### config.mk
export PLATFORM = sky130hd
export DESIGN_NAME = ccr_ctrl
export DESIGN_NICKNAME = d
export VERILOG_FILES = /design/src/ccr_pkg.sv /design/src/ccr_ctrl.sv
export VERILOG_INCLUDE_DIRS = /design/src /design/src/src
export SDC_FILE = /design/constraint.sdc
export NUM_CORES = 1
export LEC_CHECK = 0
export BUFFER_PORTS_ARGS = -buffer_cell sky130_fd_sc_hd__buf_4
export CORE_ASPECT_RATIO = 1.75
export CORE_MARGIN = 10
export CORE_UTILIZATION = 35
export DETAILED_ROUTE_END_ITERATION = 8
export GPL_ROUTABILITY_DRIVEN = 0
export SLEW_MARGIN = 20
export SYNTH_ARGS = -nofsm -noshare
export SYNTH_HDL_FRONTEND = slang
export SYNTH_SLANG_ARGS = --single-unit
export TNS_END_PERCENT = 30
### constraint.sdc
create_clock -name clk -period 3 [get_ports clk]
set_input_delay 0.3 -clock clk [delete_from_list [all_inputs] [get_ports clk]]
set_output_delay 0.3 -clock clk [all_outputs]
set_load 0.005 [all_outputs]
### src/circle_collision_resolver_top_macros.svh
// ============================================================================
// Assertion macros for the circle collision resolver
// Concurrent assertion wrappers that compile away when ASSERT_OFF is set.
// ============================================================================
`ifndef CIRCLE_COLLISION_RESOLVER_TOP_MACROS_SVH
`define CIRCLE_COLLISION_RESOLVER_TOP_MACROS_SVH
`ifndef ASSERT_OFF
`define CCR_ASSERT(lbl, clk, rst_n, prop, msg) \
	lbl: assert property (@(posedge clk) disable iff (!rst_n) prop) else $error(msg);
`define CCR_ASSERT_ALWAYS(lbl, clk, prop, msg) \
	lbl: assert property (@(posedge clk) prop) else $error(msg);
`else
`define CCR_ASSERT(lbl, clk, rst_n, prop, msg)
`define CCR_ASSERT_ALWAYS(lbl, clk, prop, msg)
`endif
`endif

### src/ccr_pkg.sv
// ============================================================================
// Circle collision resolver package
// Shared widths, constants, state and command types.
// ============================================================================
package ccr_pkg;

	localparam int POS_W      = 32;
	localparam int RAD_W      = 16;
	localparam int COEF_W     = 16;
	localparam int IDX_W      = 6;
	localparam int DIVIDEND_W = 48;
	localparam int DIVISOR_W  = 33;
	localparam int QUOT_W     = 16;
	localparam int SQ_IN_W    = 36;
	localparam int SQ_ROOT_W  = 18;

	localparam logic [COEF_W-1:0]  COEF_RESET  = 16'd49152;
	localparam logic [SQ_IN_W-1:0] SQ_BIT_INIT = 36'h4_0000_0000;

	typedef enum logic [4:0] {
		S_LOAD,
		S_RD_I,
		S_RD_J,
		S_CAP_J,
		S_DIFF,
		S_SQ,
		S_CMP,
		S_CHK,
		S_SQRT_W,
		S_OV,
		S_WEIGHT,
		S_PROD,
		S_DIV_SI,
		S_DIV_SI_W,
		S_DIV_SJ,
		S_DIV_SJ_W,
		S_UPD_MUL,
		S_UPD_DIV,
		S_UPD_DIV_W,
		S_UPD_WR,
		S_NEXT,
		S_OUT_RD,
		S_OUT_LD,
		S_OUT_WAIT
	} ccr_state_t;

	typedef enum logic [3:0] {
		OP_NONE,
		OP_LOAD_WR,
		OP_CAP_I,
		OP_CAP_J,
		OP_DIFF,
		OP_SQ,
		OP_CMP,
		OP_SQRT_START,
		OP_OV,
		OP_WEIGHT,
		OP_PROD,
		OP_DIV_SI,
		OP_DIV_SJ,
		OP_UPD_MUL,
		OP_UPD_DIV,
		OP_UPD_WR
	} ccr_op_t;

	typedef enum logic [1:0] {
		DEST_SI,
		DEST_SJ,
		DEST_Q
	} ccr_dest_t;

	typedef struct packed {
		ccr_op_t          op;
		logic [IDX_W-1:0] addr;
		logic [1:0]       upd;
		logic             out_load;
		logic             out_last;
	} ccr_cmd_t;

	typedef struct packed {
		logic sqrt_done;
		logic div_done;
		logic near;
		logic len_zero;
	} ccr_status_t;

endpackage

### src/ccr_ctrl.sv
// ============================================================================
// Circle collision resolver controller
// Sequences loading, the all-pairs sweep and the output of a batch.
// ============================================================================
`include "circle_collision_resolver_top_macros.svh"

module ccr_ctrl #(
	parameter int MAX_CIRCLES = 64
) (
	input  logic                 clk,
	input  logic                 arst_n,
	input  logic                 in_valid,
	input  logic                 last,
	output logic                 in_stall,
	output logic                 out_valid,
	input  logic                 out_stall,
	output ccr_pkg::ccr_cmd_t    cmd,
	input  ccr_pkg::ccr_status_t status
);

	import ccr_pkg::*;

	localparam int AW = $clog2(MAX_CIRCLES);
	localparam int CW = $clog2(MAX_CIRCLES + 1);

	ccr_state_t    state_q, state_d;
	logic [CW-1:0] cnt_q, cnt_d, cnt_new;
	logic [AW-1:0] i_q, i_d, j_q, j_d, k_q, k_d;
	logic [1:0]    u_q, u_d;
	logic          valid_q, valid_d;
	logic          room;
	logic          last_k, last_i, last_j;

	assign room    = cnt_q < CW'(MAX_CIRCLES);
	assign cnt_new = room ? cnt_q + CW'(1) : cnt_q;
	assign last_k  = CW'(k_q) == cnt_q - CW'(1);
	assign last_j  = CW'(j_q) == cnt_q - CW'(1);
	assign last_i  = CW'(i_q) == cnt_q - CW'(2);

	always_ff @(posedge clk or negedge arst_n) begin
		if (!arst_n) begin
			state_q <= S_LOAD;
			cnt_q   <= '0;
			i_q     <= '0;
			j_q     <= '0;
			k_q     <= '0;
			u_q     <= '0;
			valid_q <= 1'b0;
		end else begin
			state_q <= state_d;
			cnt_q   <= cnt_d;
			i_q     <= i_d;
			j_q     <= j_d;
			k_q     <= k_d;
			u_q     <= u_d;
			valid_q <= valid_d;
		end
	end

	always_comb begin
		state_d      = state_q;
		cnt_d        = cnt_q;
		i_d          = i_q;
		j_d          = j_q;
		k_d          = k_q;
		u_d          = u_q;
		valid_d      = valid_q;
		in_stall     = 1'b1;
		cmd          = '0;
		cmd.op       = OP_NONE;
		cmd.upd      = u_q;
		case (state_q)
			S_LOAD: begin
				in_stall = 1'b0;
				if (in_valid) begin
					if (room) begin
						cmd.op   = OP_LOAD_WR;
						cmd.addr = IDX_W'(cnt_q[AW-1:0]);
					end
					cnt_d = cnt_new;
					if (last) begin
						i_d = '0;
						j_d = AW'(1);
						k_d = '0;
						state_d = (cnt_new < CW'(2)) ? S_OUT_RD : S_RD_I;
					end
				end
			end
			S_RD_I: begin
				cmd.addr = IDX_W'(i_q);
				state_d  = S_RD_J;
			end
			S_RD_J: begin
				cmd.op   = OP_CAP_I;
				cmd.addr = IDX_W'(j_q);
				state_d  = S_CAP_J;
			end
			S_CAP_J: begin
				cmd.op  = OP_CAP_J;
				state_d = S_DIFF;
			end
			S_DIFF: begin
				cmd.op  = OP_DIFF;
				state_d = S_SQ;
			end
			S_SQ: begin
				cmd.op  = OP_SQ;
				state_d = S_CMP;
			end
			S_CMP: begin
				cmd.op  = OP_CMP;
				state_d = S_CHK;
			end
			S_CHK: begin
				if (status.near) begin
					cmd.op  = OP_SQRT_START;
					state_d = S_SQRT_W;
				end else begin
					state_d = S_NEXT;
				end
			end
			S_SQRT_W: begin
				if (status.sqrt_done) begin
					state_d = S_OV;
				end
			end
			S_OV: begin
				if (status.len_zero) begin
					state_d = S_NEXT;
				end else begin
					cmd.op  = OP_OV;
					u_d     = '0;
					state_d = S_WEIGHT;
				end
			end
			S_WEIGHT: begin
				cmd.op  = OP_WEIGHT;
				state_d = S_PROD;
			end
			S_PROD: begin
				cmd.op  = OP_PROD;
				state_d = S_DIV_SI;
			end
			S_DIV_SI: begin
				cmd.op  = OP_DIV_SI;
				state_d = S_DIV_SI_W;
			end
			S_DIV_SI_W: begin
				if (status.div_done) begin
					state_d = S_DIV_SJ;
				end
			end
			S_DIV_SJ: begin
				cmd.op  = OP_DIV_SJ;
				state_d = S_DIV_SJ_W;
			end
			S_DIV_SJ_W: begin
				if (status.div_done) begin
					state_d = S_UPD_MUL;
				end
			end
			S_UPD_MUL: begin
				cmd.op  = OP_UPD_MUL;
				state_d = S_UPD_DIV;
			end
			S_UPD_DIV: begin
				cmd.op  = OP_UPD_DIV;
				state_d = S_UPD_DIV_W;
			end
			S_UPD_DIV_W: begin
				if (status.div_done) begin
					state_d = S_UPD_WR;
				end
			end
			S_UPD_WR: begin
				cmd.op   = OP_UPD_WR;
				cmd.addr = u_q[1] ? IDX_W'(j_q) : IDX_W'(i_q);
				u_d      = u_q + 2'd1;
				state_d  = (u_q == 2'd3) ? S_NEXT : S_UPD_MUL;
			end
			S_NEXT: begin
				if (last_j) begin
					if (last_i) begin
						k_d     = '0;
						state_d = S_OUT_RD;
					end else begin
						i_d     = i_q + AW'(1);
						j_d     = i_q + AW'(1) + AW'(1);
						state_d = S_RD_I;
					end
				end else begin
					j_d     = j_q + AW'(1);
					state_d = S_RD_I;
				end
			end
			S_OUT_RD: begin
				cmd.addr = IDX_W'(k_q);
				state_d  = S_OUT_LD;
			end
			S_OUT_LD: begin
				cmd.addr     = IDX_W'(k_q);
				cmd.out_load = 1'b1;
				cmd.out_last = last_k;
				valid_d      = 1'b1;
				state_d      = S_OUT_WAIT;
			end
			S_OUT_WAIT: begin
				if (!out_stall) begin
					valid_d = 1'b0;
					if (last_k) begin
						cnt_d   = '0;
						state_d = S_LOAD;
					end else begin
						k_d     = k_q + AW'(1);
						state_d = S_OUT_RD;
					end
				end
			end
			default: begin
				state_d = S_LOAD;
			end
		endcase
	end

	assign out_valid = valid_q;

	`CCR_ASSERT_ALWAYS(a_cnt_bound, clk, cnt_q <= CW'(MAX_CIRCLES), "batch count exceeds capacity")
	`CCR_ASSERT(a_pair_order, clk, arst_n, (state_q == S_RD_I) |-> (i_q < j_q && CW'(j_q) < cnt_q), "pair index out of order")
	`CCR_ASSERT(a_no_overlap, clk, arst_n, (!in_stall) |-> (!out_valid), "input taken while a word is pending")
	`CCR_ASSERT(a_batch_clear, clk, arst_n, (state_q == S_OUT_WAIT && !out_stall && last_k) |=> (cnt_q == '0 && state_q == S_LOAD), "batch not cleared after final word")

endmodule

==> run metrics <==
die width 92.2 um; RSZ-0062 raised after global routing no; actual slew at the worst max-slew pin 920 ps; pwr/cell area approximately 730 nW/um2; Antenna Cells 0; synthesized area approximately 3200 um2; asr flop ratio synth between 90% and 100%; hold path start out_stall; net count after synthesis 407; worst min path class in -> reg; clock root cell clkbuf_16; worst clock skew about 8.3 ps; initial DRC count roughly 250; Ports 25; Top FF cell, synth dfrtp_1; first-pass iteration count of the detailed router 6; fin area 3800 um2; DRC 0; ANT nets after route 0; Std-Cell Rows 46; Yosys warning total 0; fmax between 300 and 400 MHz; vias in the first global route around 3.3k; Fin. Hold Viols 0; number of max-cap violations 0; fraction of layout cells with a size suffix above 1 20.7%; detailed placer's ending HPWL a little over 8 mm; clk_lat worst skew approximately 280 ps; number of synthesized register bits 33; Final Critical Period between 2000 and 3000 ps; worst hold slack ~340 ps; DR vias between 3k and 4k; final WL 10.5 mm; die height about 150 um; Initial Utilization approximately 36%; register area share after synthesis 25.9%; wire length per cell around 20 um; grt total ovfl 0; outcome finished, final reports clean; Rel. slew slack a little under two fifths; largest net degree at the start of global routing 34; setup violators final 0; Core Region about 9000 um2; Worst Path Required 3170 ps; Syn Area/Cell between 8 and 9 um2; worst hold stages 3; CP Launch Point cnt_q[1]; Die ar. 13500 um2; Overall Global Routing Usage between 10% and 20%; Worst-path clk slew roughly 60 ps; multi-input logic area between 2000 and 2500 um2; fin crit share between 90% and 100%; Worst Path Max Fanout 5; synth top area cells dfrtp_1 26%, xnor2_1 6.3%, nand2_1 4.6%, ha_1 3.5%, a21oi_1 3.3%; Reg area roughly 830 um2; P_leak around 0.0017 uW; Startpoint Class flip-flop; first-pass GRT wire length ~17 mm; synthesized netlist cell count between 300 and 400; EDFF count, synth 0; CTS Buf Count 5; final-layout fill cell count 954; CTS tree yes; CTS H-tree lvls 2; Worst setup EP type flip-flop; number of I/O port buffers 24; RR Startpoint cnt_q[1]; worst IR drop on VDD about 0.42 mV; Max clock buf depth 2; count of different cell masters after synthesis between 70 and 80; P&R area growth vs syn 19.2%; kind of critical path reg -> reg; Via density just over 6; dominant cell type by area after synthesis dfrtp_1; initial antenna violation count 0; Area after DPL approximately 3600 um2; nets ~440; reg2reg path depth 11; final slew viol count 0; share of the synthesized area in the top cell type roughly a quarter; CTS Sinks 33; Data arrival, critical path 3070 ps
critical path, cell delays in order (launching register included):
cell     delay [ps]
dfrtp_2         420
inv_4            90
ha_4            150
or3b_4          410
or3_4           380
nand4_1         140
or3_4           170
mux2_4          310
ha_4            180
nor2b_1         120
o211a_1         190
a211o_1         220
final cells by class:
| cell class | count | share of cell area [%] |
|---|---|---|
| repair buffers | 52 | 10.3 |
| clock buffers | 5 | 3.29 |
| inverters | 18 | 1.91 |
| multi-input cells | 309 | 58.3 |
| flip-flops and latches | 33 | 21.8 |
| clock inverters | 3 | 0.461 |
| well taps | 120 | 3.95 |
final timing paths:
path	slack, ps	end
max	90	j_q[2]
min	340	out_valid
max reg2reg	90	j_q[2]
min reg2reg	510	out_valid
max in group asynchronous	2140	cnt_q[2]
min in group asynchronous	520	i_q[1]
synthesized netlist by cell type (all sizes together) (10+ instances only):
cell and number:
buf 13, clkbuf 16, o21ai 17, dfrtp 33
nor2 25, nand3 16, a21oi 21, nand2 39
inv 17, nor3 10, o211ai 11, xnor2 23
per-stage QoR:
step                instances  power (uW)  util, %  setup TNS, ps  setup slack [ps]
CTS                       539        2770     42.2              0              4.28
global placement          530        2240     40.5              0              65.5
finish                    540        2780     42.3              0              92.9
floorplan                 389        1730        -          -4.87             -4.87
detailed placement        530        2250     40.5              0              5.74
global route              540        2960     42.3              0             0.643
logic make-up (layout without fill, tap and decap cells):
family	count (synthesis)	after routing	share of synthesized area [%]
and+or+nand+nor	147	147	24.6
DFF	33	33	25.9
adders and majority gates	9	9	3.53
AOI/OAI and AO/OA	115	115	26.7
xor gates and xnor gates	32	32	10.5
muxes	6	6	2.04
buffers and inverters	47	78	6.67
sequential cells by signal, summed over array words and instances (netlist names):
signal / cells
cnt_q: 7
i_q: 6
k_q: 6
state_q: 5
out_valid: 1
u_q: 2
j_q: 6
cell usage in the layout (no fill, tap or decap), types with 5 or more instances in the layout:
| master | instances |
|---|---|
| nand2b_1 | 5 |
| o211ai_1 | 11 |
| nand4_1 | 6 |
| a22o_1 | 9 |
| nor3_1 | 8 |
| xor2_1 | 5 |
| nor2_1 | 24 |
| nor4_1 | 8 |
| a21oi_1 | 21 |
| clkbuf_16 | 5 |
| and3_1 | 6 |
| nand2_1 | 39 |
| nand3_1 | 16 |
| a21o_1 | 5 |
| o21ai_0 | 14 |
| dfrtp_1 | 31 |
| ha_1 | 6 |
| xnor2_1 | 23 |
| a222oi_1 | 6 |
| inv_1 | 14 |
| nor2b_1 | 5 |
| buf_4 | 51 |
repair_timing:
action,CTS,global route
gates resized for setup,0,4
hold buffers,1,0
setup endpoints to repair,0,2
setup buffers,0,1
hold endpoints to repair,33,0
power by group:
group | switching (uW) | leakage [uW] | internal [uW]
sequential | 201 | 0.000426 | 544
combinational | 829 | 0.00117 | 702
clock | 199 | 0.0000696 | 304
layer usage:
| layer | GRT usage [%] | share of wire [%] | up-vias |
|---|---|---|---|
| met5 | 0 | 0 | - |
| met4 | 12.5 | 6.4 | 0 |
| met3 | 2.82 | 5.5 | 40 |
| met2 | 27.4 | 51 | 139 |
| met1 | 15.7 | 37 | 1578 |
| li1 | - | - | 1514 |
(Power assumes the default switching activity.)
